===== config.mk =====
export PLATFORM = sky130hd
export DESIGN_NAME = color_key_sprite_blitter
export DESIGN_NICKNAME = d
export VERILOG_FILES = /design/src/sv/ckb_pkg.sv /design/src/sv/color_key_sprite_blitter.sv /design/src/sv/ckb_regs.sv
export SDC_FILE = /design/constraint.sdc
export NUM_CORES = 1
export LEC_CHECK = 0
export BUFFER_PORTS_ARGS = -buffer_cell sky130_fd_sc_hd__buf_2
export CAP_MARGIN = 15
export CORE_UTILIZATION = 45
export DETAILED_ROUTE_END_ITERATION = 12
export GPL_TIMING_DRIVEN = 0
export PLACE_DENSITY = 0.73
export SYNTH_ARGS = -nofsm -noshare
export SYNTH_HDL_FRONTEND = slang
export SYNTH_SLANG_ARGS = --single-unit

===== constraint.sdc =====
create_clock -name clk -period 11.8 [get_ports clk]
set_input_delay 3.54 -clock clk [delete_from_list [all_inputs] [get_ports clk]]
set_output_delay 3.54 -clock clk [all_outputs]
set_load 0.005 [all_outputs]

===== src/sv/ckb_pkg.sv =====
// Shared types and constants for the colour-key sprite blitter.
// Holds register codes, field widths and the configuration bundle.
// No dependencies.
package ckb_pkg;

    // Field widths fixed by the interface
    localparam int TEXEL_W   = 32;
    localparam int ADDR_W    = 17;
    localparam int DEST_W    = 13;
    localparam int SIZE_W    = 12;
    localparam int PDATA_W   = 32;
    localparam int PADDR_W   = 5;
    localparam int REG_IDX_W = 3;

    localparam logic [TEXEL_W-1:0] TINT_RESET = '1;

    // Register index, taken from paddr word offset
    typedef enum logic [REG_IDX_W-1:0] {
        REG_DEST_X   = 3'd0,
        REG_DEST_Y   = 3'd1,
        REG_SPRITE_W = 3'd2,
        REG_SPRITE_H = 3'd3,
        REG_TINT     = 3'd4
    } reg_idx_t;

    // Configuration held by the register block
    typedef struct packed {
        logic [DEST_W-1:0]  dest_x;
        logic [DEST_W-1:0]  dest_y;
        logic [SIZE_W-1:0]  sprite_w;
        logic [SIZE_W-1:0]  sprite_h;
        logic [TEXEL_W-1:0] tint;
        logic               restart;
    } cfg_t;

endpackage


===== src/sv/color_key_sprite_blitter.sv =====
// Colour-key sprite blitter top level: rectangle clipping, texel walk, output register.
// Depends on ckb_pkg and ckb_regs.
//
// Takes one texel per clock while the output is not stalled and returns its frame
// write in the cycle after the request is accepted, held in an output register;
// the next texel is taken only when that register is free or being drained. The
// single column/row counter pair and the row-times-width multiply sit between
// the texel input and the result register. The clipped rectangle is worked out
// from the configuration registers; when it is empty, texels are accepted and
// give no result. A write of any geometry register restarts the walk at the top-left corner.
module color_key_sprite_blitter #(
    parameter int FRAME_WIDTH  = 320,
    parameter int FRAME_HEIGHT = 240
) (
    input  logic                         clk,
    input  logic                         rst_n,
    input  logic                         psel,
    input  logic                         penable,
    input  logic                         pwrite,
    input  logic [ckb_pkg::PADDR_W-1:0]  paddr,
    input  logic [ckb_pkg::PDATA_W-1:0]  pwdata,
    output logic [ckb_pkg::PDATA_W-1:0]  prdata,
    output logic                         pready,
    input  logic                         texel_valid,
    output logic                         texel_ready,
    input  logic [ckb_pkg::TEXEL_W-1:0]  texel,
    output logic                         out_valid,
    input  logic                         out_ready,
    output logic [ckb_pkg::ADDR_W-1:0]   frame_address,
    output logic [ckb_pkg::TEXEL_W-1:0]  pixel,
    output logic                         write_enable,
    output logic                         last
);

    localparam int XW    = $clog2(FRAME_WIDTH + 1);
    localparam int YW    = $clog2(FRAME_HEIGHT + 1);
    localparam int COL_W = $clog2(FRAME_WIDTH);
    localparam int ROW_W = $clog2(FRAME_HEIGHT);
    localparam int GW    = ckb_pkg::DEST_W + 1;
    localparam int MUL_W = YW + 1 + XW;
    localparam int SUM_W = (MUL_W + 1 > ckb_pkg::ADDR_W) ? MUL_W + 1 : ckb_pkg::ADDR_W;

    ckb_pkg::cfg_t cfg;

    logic [COL_W-1:0] col_reg, col_next;
    logic [ROW_W-1:0] row_reg, row_next;

    logic                        out_valid_reg, out_valid_next;
    logic [ckb_pkg::ADDR_W-1:0]  frame_address_reg;
    logic [ckb_pkg::TEXEL_W-1:0] pixel_reg;
    logic                        write_enable_reg;
    logic                        last_reg;

    logic [GW-1:0] dx_ext, dy_ext, x1_sum, y1_sum, x1_cap, y1_cap;
    logic [XW-1:0] x0, cw;
    logic [YW-1:0] y0, ch;
    logic          empty, stale, accept, col_wrap, row_wrap, is_last;
    logic [COL_W-1:0] col_use;
    logic [ROW_W-1:0] row_use;
    logic [SUM_W-1:0] xs, ys, addr_sum;

    ckb_regs u_regs (
        .clk     (clk),
        .rst_n   (rst_n),
        .psel    (psel),
        .penable (penable),
        .pwrite  (pwrite),
        .paddr   (paddr),
        .pwdata  (pwdata),
        .prdata  (prdata),
        .cfg     (cfg)
    );

    assign pready = 1'b1;

    // Clamp the origin into the frame and cap the far edge
    always_comb
    begin
        dx_ext = {cfg.dest_x[ckb_pkg::DEST_W-1], cfg.dest_x};
        dy_ext = {cfg.dest_y[ckb_pkg::DEST_W-1], cfg.dest_y};

        if (dx_ext[GW-1])
            x0 = '0;
        else if (dx_ext > GW'(FRAME_WIDTH))
            x0 = XW'(FRAME_WIDTH);
        else
            x0 = XW'(dx_ext);

        if (dy_ext[GW-1])
            y0 = '0;
        else if (dy_ext > GW'(FRAME_HEIGHT))
            y0 = YW'(FRAME_HEIGHT);
        else
            y0 = YW'(dy_ext);

        x1_sum = GW'(x0) + GW'(cfg.sprite_w);
        y1_sum = GW'(y0) + GW'(cfg.sprite_h);
        x1_cap = (x1_sum > GW'(FRAME_WIDTH))  ? GW'(FRAME_WIDTH)  : x1_sum;
        y1_cap = (y1_sum > GW'(FRAME_HEIGHT)) ? GW'(FRAME_HEIGHT) : y1_sum;
        cw     = XW'(x1_cap - GW'(x0));
        ch     = YW'(y1_cap - GW'(y0));
        empty  = (cw == '0) || (ch == '0);
    end

    // Restart from the corner if the counters fall outside the rectangle
    always_comb
    begin
        stale    = (XW'(col_reg) >= cw) || (YW'(row_reg) >= ch);
        col_use  = stale ? '0 : col_reg;
        row_use  = stale ? '0 : row_reg;
        col_wrap = !((XW'(col_use) + XW'(1)) < cw);
        row_wrap = !((YW'(row_use) + YW'(1)) < ch);
        is_last  = (XW'(col_use) == cw - XW'(1)) && (YW'(row_use) == ch - YW'(1));

        xs       = SUM_W'(x0) + SUM_W'(col_use);
        ys       = SUM_W'(y0) + SUM_W'(row_use);
        addr_sum = xs + ys * SUM_W'(FRAME_WIDTH);
    end

    // Take a texel whenever the output register is free or being drained
    assign texel_ready = !out_valid_reg || out_ready;
    assign accept      = texel_valid && texel_ready;

    // Advance the walk, wrapping columns into rows and rows to the corner
    always_comb
    begin
        col_next = col_reg;
        row_next = row_reg;
        if (cfg.restart)
        begin
            col_next = '0;
            row_next = '0;
        end
        else if (accept && !empty)
        begin
            if (!col_wrap)
            begin
                col_next = col_use + COL_W'(1);
                row_next = row_use;
            end
            else
            begin
                col_next = '0;
                row_next = row_wrap ? '0 : row_use + ROW_W'(1);
            end
        end
    end

    // Hold a result until taken; a new one replaces it in the same cycle
    always_comb
    begin
        out_valid_next = out_valid_reg;
        if (accept)
            out_valid_next = !empty;
        else if (out_ready)
            out_valid_next = 1'b0;
    end

    always_ff @(posedge clk or negedge rst_n)
    begin
        if (!rst_n)
        begin
            col_reg       <= '0;
            row_reg       <= '0;
            out_valid_reg <= 1'b0;
        end
        else
        begin
            col_reg       <= col_next;
            row_reg       <= row_next;
            out_valid_reg <= out_valid_next;
        end
    end

    // Capture the result payload
    always_ff @(posedge clk)
    begin
        if (accept && !empty)
        begin
            frame_address_reg <= addr_sum[ckb_pkg::ADDR_W-1:0];
            pixel_reg         <= texel & cfg.tint;
            write_enable_reg  <= (texel != '0);
            last_reg          <= is_last;
        end
    end

    assign out_valid     = out_valid_reg;
    assign frame_address = frame_address_reg;
    assign pixel         = pixel_reg;
    assign write_enable  = write_enable_reg;
    assign last          = last_reg;

endmodule


===== src/sv/ckb_regs.sv =====
// APB-style configuration registers for the colour-key sprite blitter.
// Depends on ckb_pkg for register codes and the configuration bundle.
module ckb_regs (
    input  logic                         clk,
    input  logic                         rst_n,
    input  logic                         psel,
    input  logic                         penable,
    input  logic                         pwrite,
    input  logic [ckb_pkg::PADDR_W-1:0]  paddr,
    input  logic [ckb_pkg::PDATA_W-1:0]  pwdata,
    output logic [ckb_pkg::PDATA_W-1:0]  prdata,
    output ckb_pkg::cfg_t                cfg
);

    logic [ckb_pkg::DEST_W-1:0]  dest_x_reg;
    logic [ckb_pkg::DEST_W-1:0]  dest_y_reg;
    logic [ckb_pkg::SIZE_W-1:0]  sprite_w_reg;
    logic [ckb_pkg::SIZE_W-1:0]  sprite_h_reg;
    logic [ckb_pkg::TEXEL_W-1:0] tint_reg;
    logic                        wr_en;
    ckb_pkg::reg_idx_t           idx;

    assign wr_en = psel & penable & pwrite;
    assign idx   = ckb_pkg::reg_idx_t'(paddr[ckb_pkg::PADDR_W-1:2]);

    // Write the addressed register; unknown indexes drop the request
    always_ff @(posedge clk or negedge rst_n)
    begin
        if (!rst_n)
        begin
            dest_x_reg   <= '0;
            dest_y_reg   <= '0;
            sprite_w_reg <= '0;
            sprite_h_reg <= '0;
            tint_reg     <= ckb_pkg::TINT_RESET;
        end
        else if (wr_en)
        begin
            case (idx)
                ckb_pkg::REG_DEST_X:   dest_x_reg   <= pwdata[ckb_pkg::DEST_W-1:0];
                ckb_pkg::REG_DEST_Y:   dest_y_reg   <= pwdata[ckb_pkg::DEST_W-1:0];
                ckb_pkg::REG_SPRITE_W: sprite_w_reg <= pwdata[ckb_pkg::SIZE_W-1:0];
                ckb_pkg::REG_SPRITE_H: sprite_h_reg <= pwdata[ckb_pkg::SIZE_W-1:0];
                ckb_pkg::REG_TINT:     tint_reg     <= pwdata;
                default: ;
            endcase
        end
    end

    // Read back the addressed register
    always_comb
    begin
        case (idx)
            ckb_pkg::REG_DEST_X:   prdata = ckb_pkg::PDATA_W'(dest_x_reg);
            ckb_pkg::REG_DEST_Y:   prdata = ckb_pkg::PDATA_W'(dest_y_reg);
            ckb_pkg::REG_SPRITE_W: prdata = ckb_pkg::PDATA_W'(sprite_w_reg);
            ckb_pkg::REG_SPRITE_H: prdata = ckb_pkg::PDATA_W'(sprite_h_reg);
            ckb_pkg::REG_TINT:     prdata = tint_reg;
            default:               prdata = '0;
        endcase
    end

    // Geometry writes restart the walk; tint writes do not
    always_comb
    begin
        cfg.dest_x   = dest_x_reg;
        cfg.dest_y   = dest_y_reg;
        cfg.sprite_w = sprite_w_reg;
        cfg.sprite_h = sprite_h_reg;
        cfg.tint     = tint_reg;
        cfg.restart  = wr_en && (idx == ckb_pkg::REG_DEST_X || idx == ckb_pkg::REG_DEST_Y
                                 || idx == ckb_pkg::REG_SPRITE_W
                                 || idx == ckb_pkg::REG_SPRITE_H);
    end

endmodule


==> reports/metrics.yaml, run 1 <==
outcome:
  status: "complete, no violations"
synth:
  synth-simple-area-share_pct: 17.0
  synth-edff-count: 51
  synth_seq_area_share_pct: 35.5
  synthArstFlopShare_pct: 66.2
  synth_adder_area_share_pct: 11.6
  syn_area_sq_mm: 0.0115
  netlist-cell-type-count: 100
  ys_ff_latch: 151
  synth_ff_type: "dfrtp_1"
  synthMuxAreaShare_pct: 10.1
  syn_nets: 1335
  yosysWarnings: 0
  syn_area_per_cell_sq_um: 9.88
  synth-compound-area-share_pct: 14.1
  synthXorXnorAreaFrac_pct: 7.53
  synth_cells: 1163
  synth_top_family_by_area: "simple AND/OR/NAND/NOR gates"
power:
  p_clk_share_pct: 18.5
  p_comb_share_pct: 55.3
  swShare_pct: 43.5
  ir_worst_vdd_uv: 115
  p_switching_mw: 1.34
  p_per_area_mw_per_mm2: 230
  p_leak_nw: 6.15
  p_int_mw: 1.74
  p_seq_share_pct: 26.2
global_routing:
  grt_max_degree: 66
  grt_pass1_wl_microns: 49600
  grt_pass1_vias: 9455
  antenna_found_initial: 0
  grt_overflow: 0
  grt.total_usage_pct: 24.0
run:
  maxCapViolCount: 0
sta:
  whs_ns: 0.527
  period_share_pct: 93.6
  layout_min_cycle_time_ns: 11.04
  hold_violations: 0
  worstMarginPinSlew_ns: 0.943
  max_freq_ghz: 0.0906
  drv_slew: 0
  skew_ns: 0.0183
  setup-tns-final_ns: 0
  rsz0062_at_grt: "false"
  worst_slew_margin_rel_pct: 36.6
  setup_viol: 0
setup_path:
  cpPeakStageDelay_ns: 0.46
  regToRegSetupSlack_ns: 0.76
  crit_path_end_kind: "register"
  r2r_start: "u_regs.dest_y_reg[11]$_DFFE_PN0P_"
  path_class: "register to register"
  cp.required_ns: 12.15
  critPathLaunchType: "register"
  rr_endpoint: "row_reg[3]$_DFFE_PN0P_"
  reg2reg_depth: 45
  cp_max_fo: 10
  worst_path_max_delay_cell: "clkbuf_1"
  cp.arrival_ns: 11.39
routing:
  vias: 9654
  wl_met1_microns: 13700
  antenna_left: 0
  routed_wl_microns: 31000
  routedWlPerCell_microns: 18.4
  wl_met3_microns: 1270
  drt_iter0_markers: 687
  drc: 0
  via_per_inst: 5.72
  dr_wl_met2_microns: 15000
  drtPass1Iterations: 5
  highest_layer: "met4"
cells_and_area:
  final_nets: 1517
  drive_gt1_share_pct: 26.7
  syn2layout_area_growth_pct: 16.9
  layout_common_cells: "buf_2, ha_1, mux2_2"
  diodes: 0
  final_common_cell: "buf_2"
die:
  dieWidth_microns: 162
  rows: 58
  initial_core_util_pct: 45.8
  dieArea_sq_mm: 0.0262
  core_sq_mm: 0.0251
  die_h_microns: 162
  ios: 162
clock_network:
  root_buffer: "clkbuf_16"
  cts_tree: "built"
  clockBufferDepth: 2
  cts_sinks: 151
  clk_latency_ns: 0.44
  numCtsBuffers: 17
  htree_num_levels: 4
  cts_hold_buf: 0
  path_clk_slew_ns: 0.08
placed_design:
  dp_hpwl_microns: 23700
  port-buffer-count: 157
  gp_congestion: 0.936
min_path:
  hold_path_class: "register to register"
  worstHoldStart: "col_reg[0]$_DFFE_PN0P_"
  hold_depth: 2
  min_delay_worst_endpoint: "col_reg[0]$_DFFE_PN0P_"
==> synthesized netlist by cell type (7+ instances only) <==
cell | number | share of area [%]
o21bai_1 | 10 | 0.65
mux2_2 | 80 | 7.8
edfxtp_1 | 51 | 13
mux2i_1 | 26 | 2.3
ha_1 | 89 | 9.7
nand3_1 | 27 | 1.2
a211oi_1 | 9 | 0.59
fa_1 | 7 | 1.2
nor3_1 | 13 | 0.57
nand2_1 | 63 | 2.1
nand4_1 | 10 | 0.54
nor4_1 | 19 | 1.0
dfrtp_1 | 68 | 15
clkbuf_1 | 31 | 1.0
and3_1 | 28 | 1.5
dfstp_2 | 32 | 7.3
a21o_1 | 16 | 1.0
and2_1 | 45 | 2.5
inv_1 | 72 | 2.4
a21oi_1 | 67 | 2.9
nor2_1 | 74 | 2.4
nor2b_1 | 14 | 0.76
o21a_1 | 9 | 0.59
o21ai_0 | 35 | 1.5
nand2b_1 | 18 | 0.98
o22ai_1 | 15 | 0.82
xor2_1 | 30 | 2.3
xnor2_1 | 65 | 5.0
==> worst max-delay path, delay by kind of cell (launching register included) <==
kind            cells  cell delay, ns
buf+inv             5            1.27
simple gates       14            3.17
compound gates     17            3.45
flops               1            0.41
xor+xnor            1            0.19
fa+ha+maj           8            2.43
==> repair_timing <==
item | CTS | global route
resized for setup | 0 | 11
setup buffers | 0 | 3
setup endpoints to repair | 0 | 14
==> kinds of logic (layout without fill, tap and decap cells) <==
group	count (synthesis)	in the layout
other cells	1	1
xor+xnor	97	97
flops	151	151
compound gates	233	233
simple gates	353	353
fa+ha+maj	104	104
buf+inv	118	313
mux	106	106
==> metrics by stage <==
| stage | utilization, % | setup slack (ns) | cells | cell area [sq um] | power [mW] |
|---|---|---|---|---|---|
| 2_1_floorplan | - | 2.11 | 1163 | 11500 | 2.04 |
| 3_3_place_gp | 50.5 | 0.664 | 1650 | 12700 | 2.43 |
| 3_5_place_dp | 50.7 | 0.487 | 1653 | 12700 | 2.47 |
| 4_1_cts | 53.2 | 0.437 | 1685 | 13400 | 3.06 |
| 5_1_grt | 53.5 | 0.111 | 1688 | 13400 | 3.31 |
| 6_report | 53.5 | 0.759 | 1688 | 13400 | 3.09 |
==> power groups by stage <==
stage          logic (mW)  clock network, mW  registers, mW
4_1_cts              1.67              0.579          0.808
5_1_grt              1.89              0.598          0.826
6_report             1.71              0.571          0.809
2_1_floorplan        1.23                  0          0.803
3_5_place_dp         1.66                  0          0.818
3_3_place_gp         1.61                  0          0.819
==> worst max path at each step <==
stage	startpoint	to
floorplan	u_regs.dest_x_reg[3]$_DFFE_PN0P_	frame_address[16]$_DFFE_PP_
global placement	u_regs.dest_y_reg[11]$_DFFE_PN0P_	row_reg[1]$_DFFE_PN0P_
detailed placement	u_regs.dest_y_reg[11]$_DFFE_PN0P_	row_reg[3]$_DFFE_PN0P_
CTS	u_regs.dest_y_reg[11]$_DFFE_PN0P_	row_reg[3]$_DFFE_PN0P_
global route	u_regs.dest_x_reg[7]$_DFFE_PN0P_	frame_address[16]$_DFFE_PP_
finish	u_regs.dest_y_reg[11]$_DFFE_PN0P_	row_reg[3]$_DFFE_PN0P_
==> area by class of cell <==
class	instances	area [sq um]
buffer	45	198
clock inverter	14	169
sequential	151	4070
fill	2280	11700
tap	330	413
clock buffer	18	450
multi-input combinational	894	6990
inverter	73	274
timing repair buffer	163	863
==> per-layer routing <==
layer,vias to the layer above,GRT usage [%]
met5,-,0
met4,0,9.95
met3,62,2.86
met2,281,40.2
met1,4706,31.5
li1,4605,-
Note: power is estimated with default switching activity, not from simulation.
==> run 2, diff against run 1 <==
Settings changed: ABC_AREA set to 1.
==> reports/metrics.yaml, run 2 <==
outcome:
  status: "complete, no violations"
die:
  initial_core_util_pct: 45.9
  core_sq_mm: 0.0252
  rows: 58
  dieArea_sq_mm: 0.0263
  ios: 162
  die_h_microns: 162
  dieWidth_microns: 162
sta:
  max_freq_ghz: 0.0983
  layout_min_cycle_time_ns: 10.17
  worst_slew_margin_rel_pct: 29.1
  worstMarginPinSlew_ns: 1.05
  hold_violations: 0
  rsz0062_at_grt: "false"
  drv_slew: 0
  period_share_pct: 86.2
  setup-tns-final_ns: 0
  setup_viol: 0
  timing.final.ws_setup_ns: 1.63
  skew_ns: 0.0161
clock_network:
  cts_tree: "built"
  numCtsBuffers: 17
  clockBufferDepth: 2
  cts_hold_buf: 0
  cts_sinks: 151
  htree_num_levels: 4
  clk_latency_ns: 0.44
  path_clk_slew_ns: 0.07
  root_buffer: "clkbuf_16"
  ctsResizeCount: 0
  postCtsSetupBuffers: 0
cells_and_area:
  regArea_sq_mm: 0.00407
  diodes: 0
  layout_common_cells: "nand2_1, inv_1, buf_2"
  utilization_pct: 53.4
  final_common_cell: "nand2_1"
  drive_gt1_share_pct: 17.5
  syn2layout_area_growth_pct: 16.4
  multi_input_area_sq_mm: 0.00637
  finalInstanceArea_sq_mm: 0.0134
  fill_cells: 2425
  final_nets: 1912
placed_design:
  preCtsSetupSlack_ns: 1.70
  gp_congestion: 0.925
  dpl_cell_area_sq_mm: 0.0128
  dp_hpwl_microns: 26200
  port-buffer-count: 157
synth:
  synthTopCellsByArea: "dfrtp_1, edfxtp_1, nand2_1"
  synth_seq_area_share_pct: 35.3
  syn_area_per_cell_sq_um: 7.39
  yosysWarnings: 0
  netlist-cell-type-count: 51
  synth-edff-count: 51
  synth_cells: 1562
  syn_area_sq_mm: 0.0115
  synth_area_leader_cell: "dfrtp_1"
  synth_ff_type: "dfrtp_1"
  syn_nets: 1734
  ys_ff_latch: 151
  synthArstFlopShare_pct: 66.2
  yosys.area.top_type_share_pct: 14.7
  synth.most_common_cell: "nand2_1"
  synth_commonest_cells: "nand2_1, inv_1, nor2_1, nand3_1, ha_1"
global_routing:
  grt_pass1_vias: 10300
  grt_max_degree: 57
  grt_overflow: 0
  antenna_found_initial: 1
  grt.total_usage_pct: 25.6
  grt_pass1_wl_microns: 52600
setup_path:
  path_delay_family: "simple AND/OR/NAND/NOR gates"
  critPathLaunchType: "register"
  cp.required_ns: 12.00
  cp.arrival_ns: 10.37
  cpPeakStageDelay_ns: 0.82
  crit_path_end_kind: "register"
  worst_path_max_delay_cell: "o21ai_0"
  reg2reg_depth: 64
  rr_endpoint: "frame_address[16]$_DFFE_PP_"
  critPathBufInv: 13
  regToRegSetupSlack_ns: 1.63
  path_class: "register to register"
  crit_path_frequent_cell: "nand2_1"
  cp_max_fo: 10
  r2r_start: "u_regs.dest_x_reg[1]$_DFFE_PN0P_"
power:
  finalPower_mw: 3.63
  p_per_area_mw_per_mm2: 270
  p_leak_nw: 7.25
  ir_worst_vdd_uv: 217
min_path:
  min_delay_worst_endpoint: "u_regs.tint_reg[17]$_DFFE_PN1P_"
  hold_depth: 2
  hold_path_class: "register to register"
  worstHoldStart: "u_regs.tint_reg[17]$_DFFE_PN1P_"
routing:
  routed_wl_microns: 32900
  drtPass1Iterations: 5
  vias: 11000
  via_per_inst: 5.29
  routedWlPerCell_microns: 15.8
  antenna_left: 0
  drt_iter0_markers: 825
  drc: 0
run:
  maxCapViolCount: 0
==> run 2: changes by cell type in the layout (fill, tap and decap cells not counted), sizes merged, moves of 26 or more <==
cell / change
nand2: +363
nand3: +86
nor2: +62
mux2i: -26
xnor2: -54
o21ai: +64
inv: +182
and3: -28
mux2: -80
and2: -43
==> run 2: worst max-delay path by stage <==
stage               slack [ns]                           to                             start  cells past startpoint
CTS                       1.63  frame_address[16]$_DFFE_PP_  u_regs.dest_x_reg[1]$_DFFE_PN0P_                     64
global placement          1.82  frame_address[16]$_DFFE_PP_  u_regs.dest_x_reg[1]$_DFFE_PN0P_                     64
floorplan                 3.44  frame_address[16]$_DFFE_PP_  u_regs.dest_x_reg[1]$_DFFE_PN0P_                     64
global route              0.81  frame_address[16]$_DFFE_PP_  u_regs.dest_x_reg[1]$_DFFE_PN0P_                     64
detailed placement        1.70  frame_address[16]$_DFFE_PP_  u_regs.dest_x_reg[1]$_DFFE_PN0P_                     64
finish                    1.63  frame_address[16]$_DFFE_PP_  u_regs.dest_x_reg[1]$_DFFE_PN0P_                     64
==> run 2: power by group <==
group | switching [mW] | total [mW] | internal [mW]
combinational | 1.40 | 2.21 | 0.809
sequential | 0.0928 | 0.836 | 0.743
clock | 0.285 | 0.578 | 0.294
==> run 2: logic make-up after synthesis <==
logic type	count (synthesis)	share of synthesized area [%]
adders and majority gates	96	10.9
other	1	0.0325
DFF	151	35.3
xor gates and xnor gates	57	4.32
and+or+nand+nor	749	29.0
buffers and inverters	287	9.57
AOI/OAI and AO/OA	221	10.9
==> run 2: final cells by class <==
cell class	count	share of cell area [%]
multi-input combinational	1124	47.4
sequential	151	30.3
inverter	259	7.24
timing repair buffer	159	6.22
clock buffer	17	3.17
tap	330	3.07
clock inverter	15	1.61
buffer	28	0.978
==> run 2: tightest hold or removal path, cell delays in order, from the launching register on <==
cell and delay (ns):
dfstp_2 0.37, inv_1 0.06, a21oi_1 0.06
==> run 2: metrics by stage <==
| stage | instances | hold WS, ns |
|---|---|---|
| global placement | 2049 | 0.472 |
| detailed placement | 2051 | 0.473 |
| CTS | 2083 | 0.484 |
| global route | 2083 | 0.497 |
| finish | 2083 | 0.486 |
| floorplan | 1562 | 0.461 |
==> run 2: per-layer routing <==
metal  share of wire, %  GRT usage [%]  vias to the layer above  wire length [microns]
met5              0.040              0                        -                     13
met4                3.2           10.4                        2                   1050
met3                6.1           4.14                       71                   1990
met2                 46           41.2                      388                  15200
met1                 45           34.2                     5122                  14600
li1                   -              -                     5441                      -
==> run 3, diff against run 2 <==
Settings changed: PLACE_DENSITY 0.73 to unset, PLACE_DENSITY_LB_ADDON set to 0.15.
==> reports/metrics.yaml, run 3 (synthesis gave the netlist of run 2 again) <==
power:
  ir_worst_vdd_uv: 151
  p_per_area_mw_per_mm2: 271
  p_leak_nw: 7.24
setup_path:
  crit_path_end_kind: "register"
  crit_path_frequent_cell: "nand2_1"
  cpPeakStageDelay_ns: 0.60
  cp.arrival_ns: 10.20
  cp.required_ns: 12.00
  worst_path_max_delay_cell: "o21ai_0"
  cp_max_fo: 10
  critPathLaunchType: "register"
  path_class: "register to register"
cells_and_area:
  layout_common_cells: "nand2_1, inv_1, buf_2"
  diodes: 0
  final_common_cell: "nand2_1"
  final_nets: 1912
  syn2layout_area_growth_pct: 16.1
  drive_gt1_share_pct: 17.5
  fill_cells: 2488
die:
  die_h_microns: 162
  dieWidth_microns: 162
  dieArea_sq_mm: 0.0263
  ios: 162
  initial_core_util_pct: 45.9
  core_sq_mm: 0.0252
  rows: 58
min_path:
  hold_path_class: "register to register"
clock_network:
  cts_tree: "built"
  root_buffer: "clkbuf_16"
  path_clk_slew_ns: 0.07
  clockBufferDepth: 2
  postCtsSetupBuffers: 0
  clk_latency_ns: 0.45
  numCtsBuffers: 17
  cts_hold_buf: 0
  htree_num_levels: 4
  cts_sinks: 151
  ctsResizeCount: 0
global_routing:
  grt_pass1_vias: 10100
  antenna_found_initial: 0
  grt.total_usage_pct: 25.4
  grt_overflow: 0
  grt_max_degree: 52
  grt_pass1_wl_microns: 52100
sta:
  drv_slew: 0
  layout_min_cycle_time_ns: 10.01
  rsz0062_at_grt: "false"
  hold_violations: 0
  worst_slew_margin_rel_pct: 49.1
  setup-tns-final_ns: 0
  max_freq_ghz: 0.0999
  whs_ns: 0.485
  skew_ns: 0.0118
  worstMarginPinSlew_ns: 0.756
  period_share_pct: 84.8
  setup_viol: 0
placed_design:
  port-buffer-count: 157
  dp_hpwl_microns: 25800
  gp_congestion: 0.924
routing:
  via_per_inst: 5.22
  routedWlPerCell_microns: 15.5
  drt_iter0_markers: 978
  routed_wl_microns: 32300
  drtPass1Iterations: 8
  drc: 0
  antenna_left: 0
  vias: 10900
outcome:
  status: "complete, no violations"
run:
  maxCapViolCount: 0
run 3: cell count changes in the layout (fill, tap and decap cells not counted), sizes merged:
cell	delta
bufinv	+1
clkinv	-5
clkinvlp	+2
inv	+2
run 3: path summary, 6_finish.rpt:
| check | slack, ns | from | to | cells after the start |
|---|---|---|---|---|
| max | 1.79 | u_regs.dest_x_reg[1]$_DFFE_PN0P_ | frame_address[16]$_DFFE_PP_ | 63 |
| min | 0.49 | u_regs.tint_reg[19]$_DFFE_PN1P_ | u_regs.tint_reg[19]$_DFFE_PN1P_ | 2 |
| max reg2reg | 1.79 | u_regs.dest_x_reg[1]$_DFFE_PN0P_ | frame_address[16]$_DFFE_PP_ | 63 |
| min reg2reg | 0.49 | u_regs.tint_reg[19]$_DFFE_PN1P_ | u_regs.tint_reg[19]$_DFFE_PN1P_ | 2 |
| max in group asynchronous | 7.88 | rst_n | u_regs.tint_reg[28]$_DFFE_PN1P_ | 2 |
| min in group asynchronous | 3.14 | rst_n | col_reg[0]$_DFFE_PN0P_ | 1 |
run 3: final cells by class:
class	count	area (sq um)	share of cell area, %
multi-input cells	1124	6370	47.5
flip-flops and latches	151	4070	30.4
inverters	259	973	7.26
repair buffers	159	836	6.24
clock buffers	17	425	3.17
well taps	330	413	3.08
clock inverters	15	184	1.37
plain buffers	28	131	0.980
run 3: per-layer routing:
layer	up-vias	wire [microns]	share of wire, %	track usage (%)
met5	-	0	0	0
met4	0	621	1.9	7.76
met3	41	1760	5.4	3.52
met2	311	14700	46	40.5
met1	5076	15200	47	35.5
li1	5437	-	-	-
run 3: worst max-delay path, delay by kind of cell, from the launching register on:
| kind | cells | cell delay (ns) |
|---|---|---|
| AO/OA/AOI/OAI | 14 | 2.39 |
| XOR/XNOR | 2 | 0.51 |
| adder cells (fa/ha/maj) | 6 | 1.88 |
| buffers and inverters | 13 | 1.34 |
| flip-flops | 1 | 0.49 |
| AND/OR/NAND/NOR | 28 | 3.15 |
run 3: stage by stage:
| step | setup WS (ns) | utilization, % | power, mW | cell area [sq um] | instances |
|---|---|---|---|---|---|
| 2_1_floorplan | 3.44 | - | 2.48 | 11500 | 1562 |
| 3_3_place_gp | 1.90 | 50.6 | 2.99 | 12700 | 2049 |
| 3_5_place_dp | 1.84 | 50.8 | 3.03 | 12800 | 2051 |
| 4_1_cts | 1.78 | 53.2 | 3.62 | 13400 | 2083 |
| 5_1_grt | 0.820 | 53.2 | 3.97 | 13400 | 2083 |
| 6_report | 1.79 | 53.2 | 3.63 | 13400 | 2083 |
run 3: power by group:
part           internal (mW)  total (mW)  switching [mW]
logic                  0.810        2.21            1.40
registers              0.743       0.837          0.0944
clock network          0.304       0.574           0.270
total                   1.86        3.63            1.77
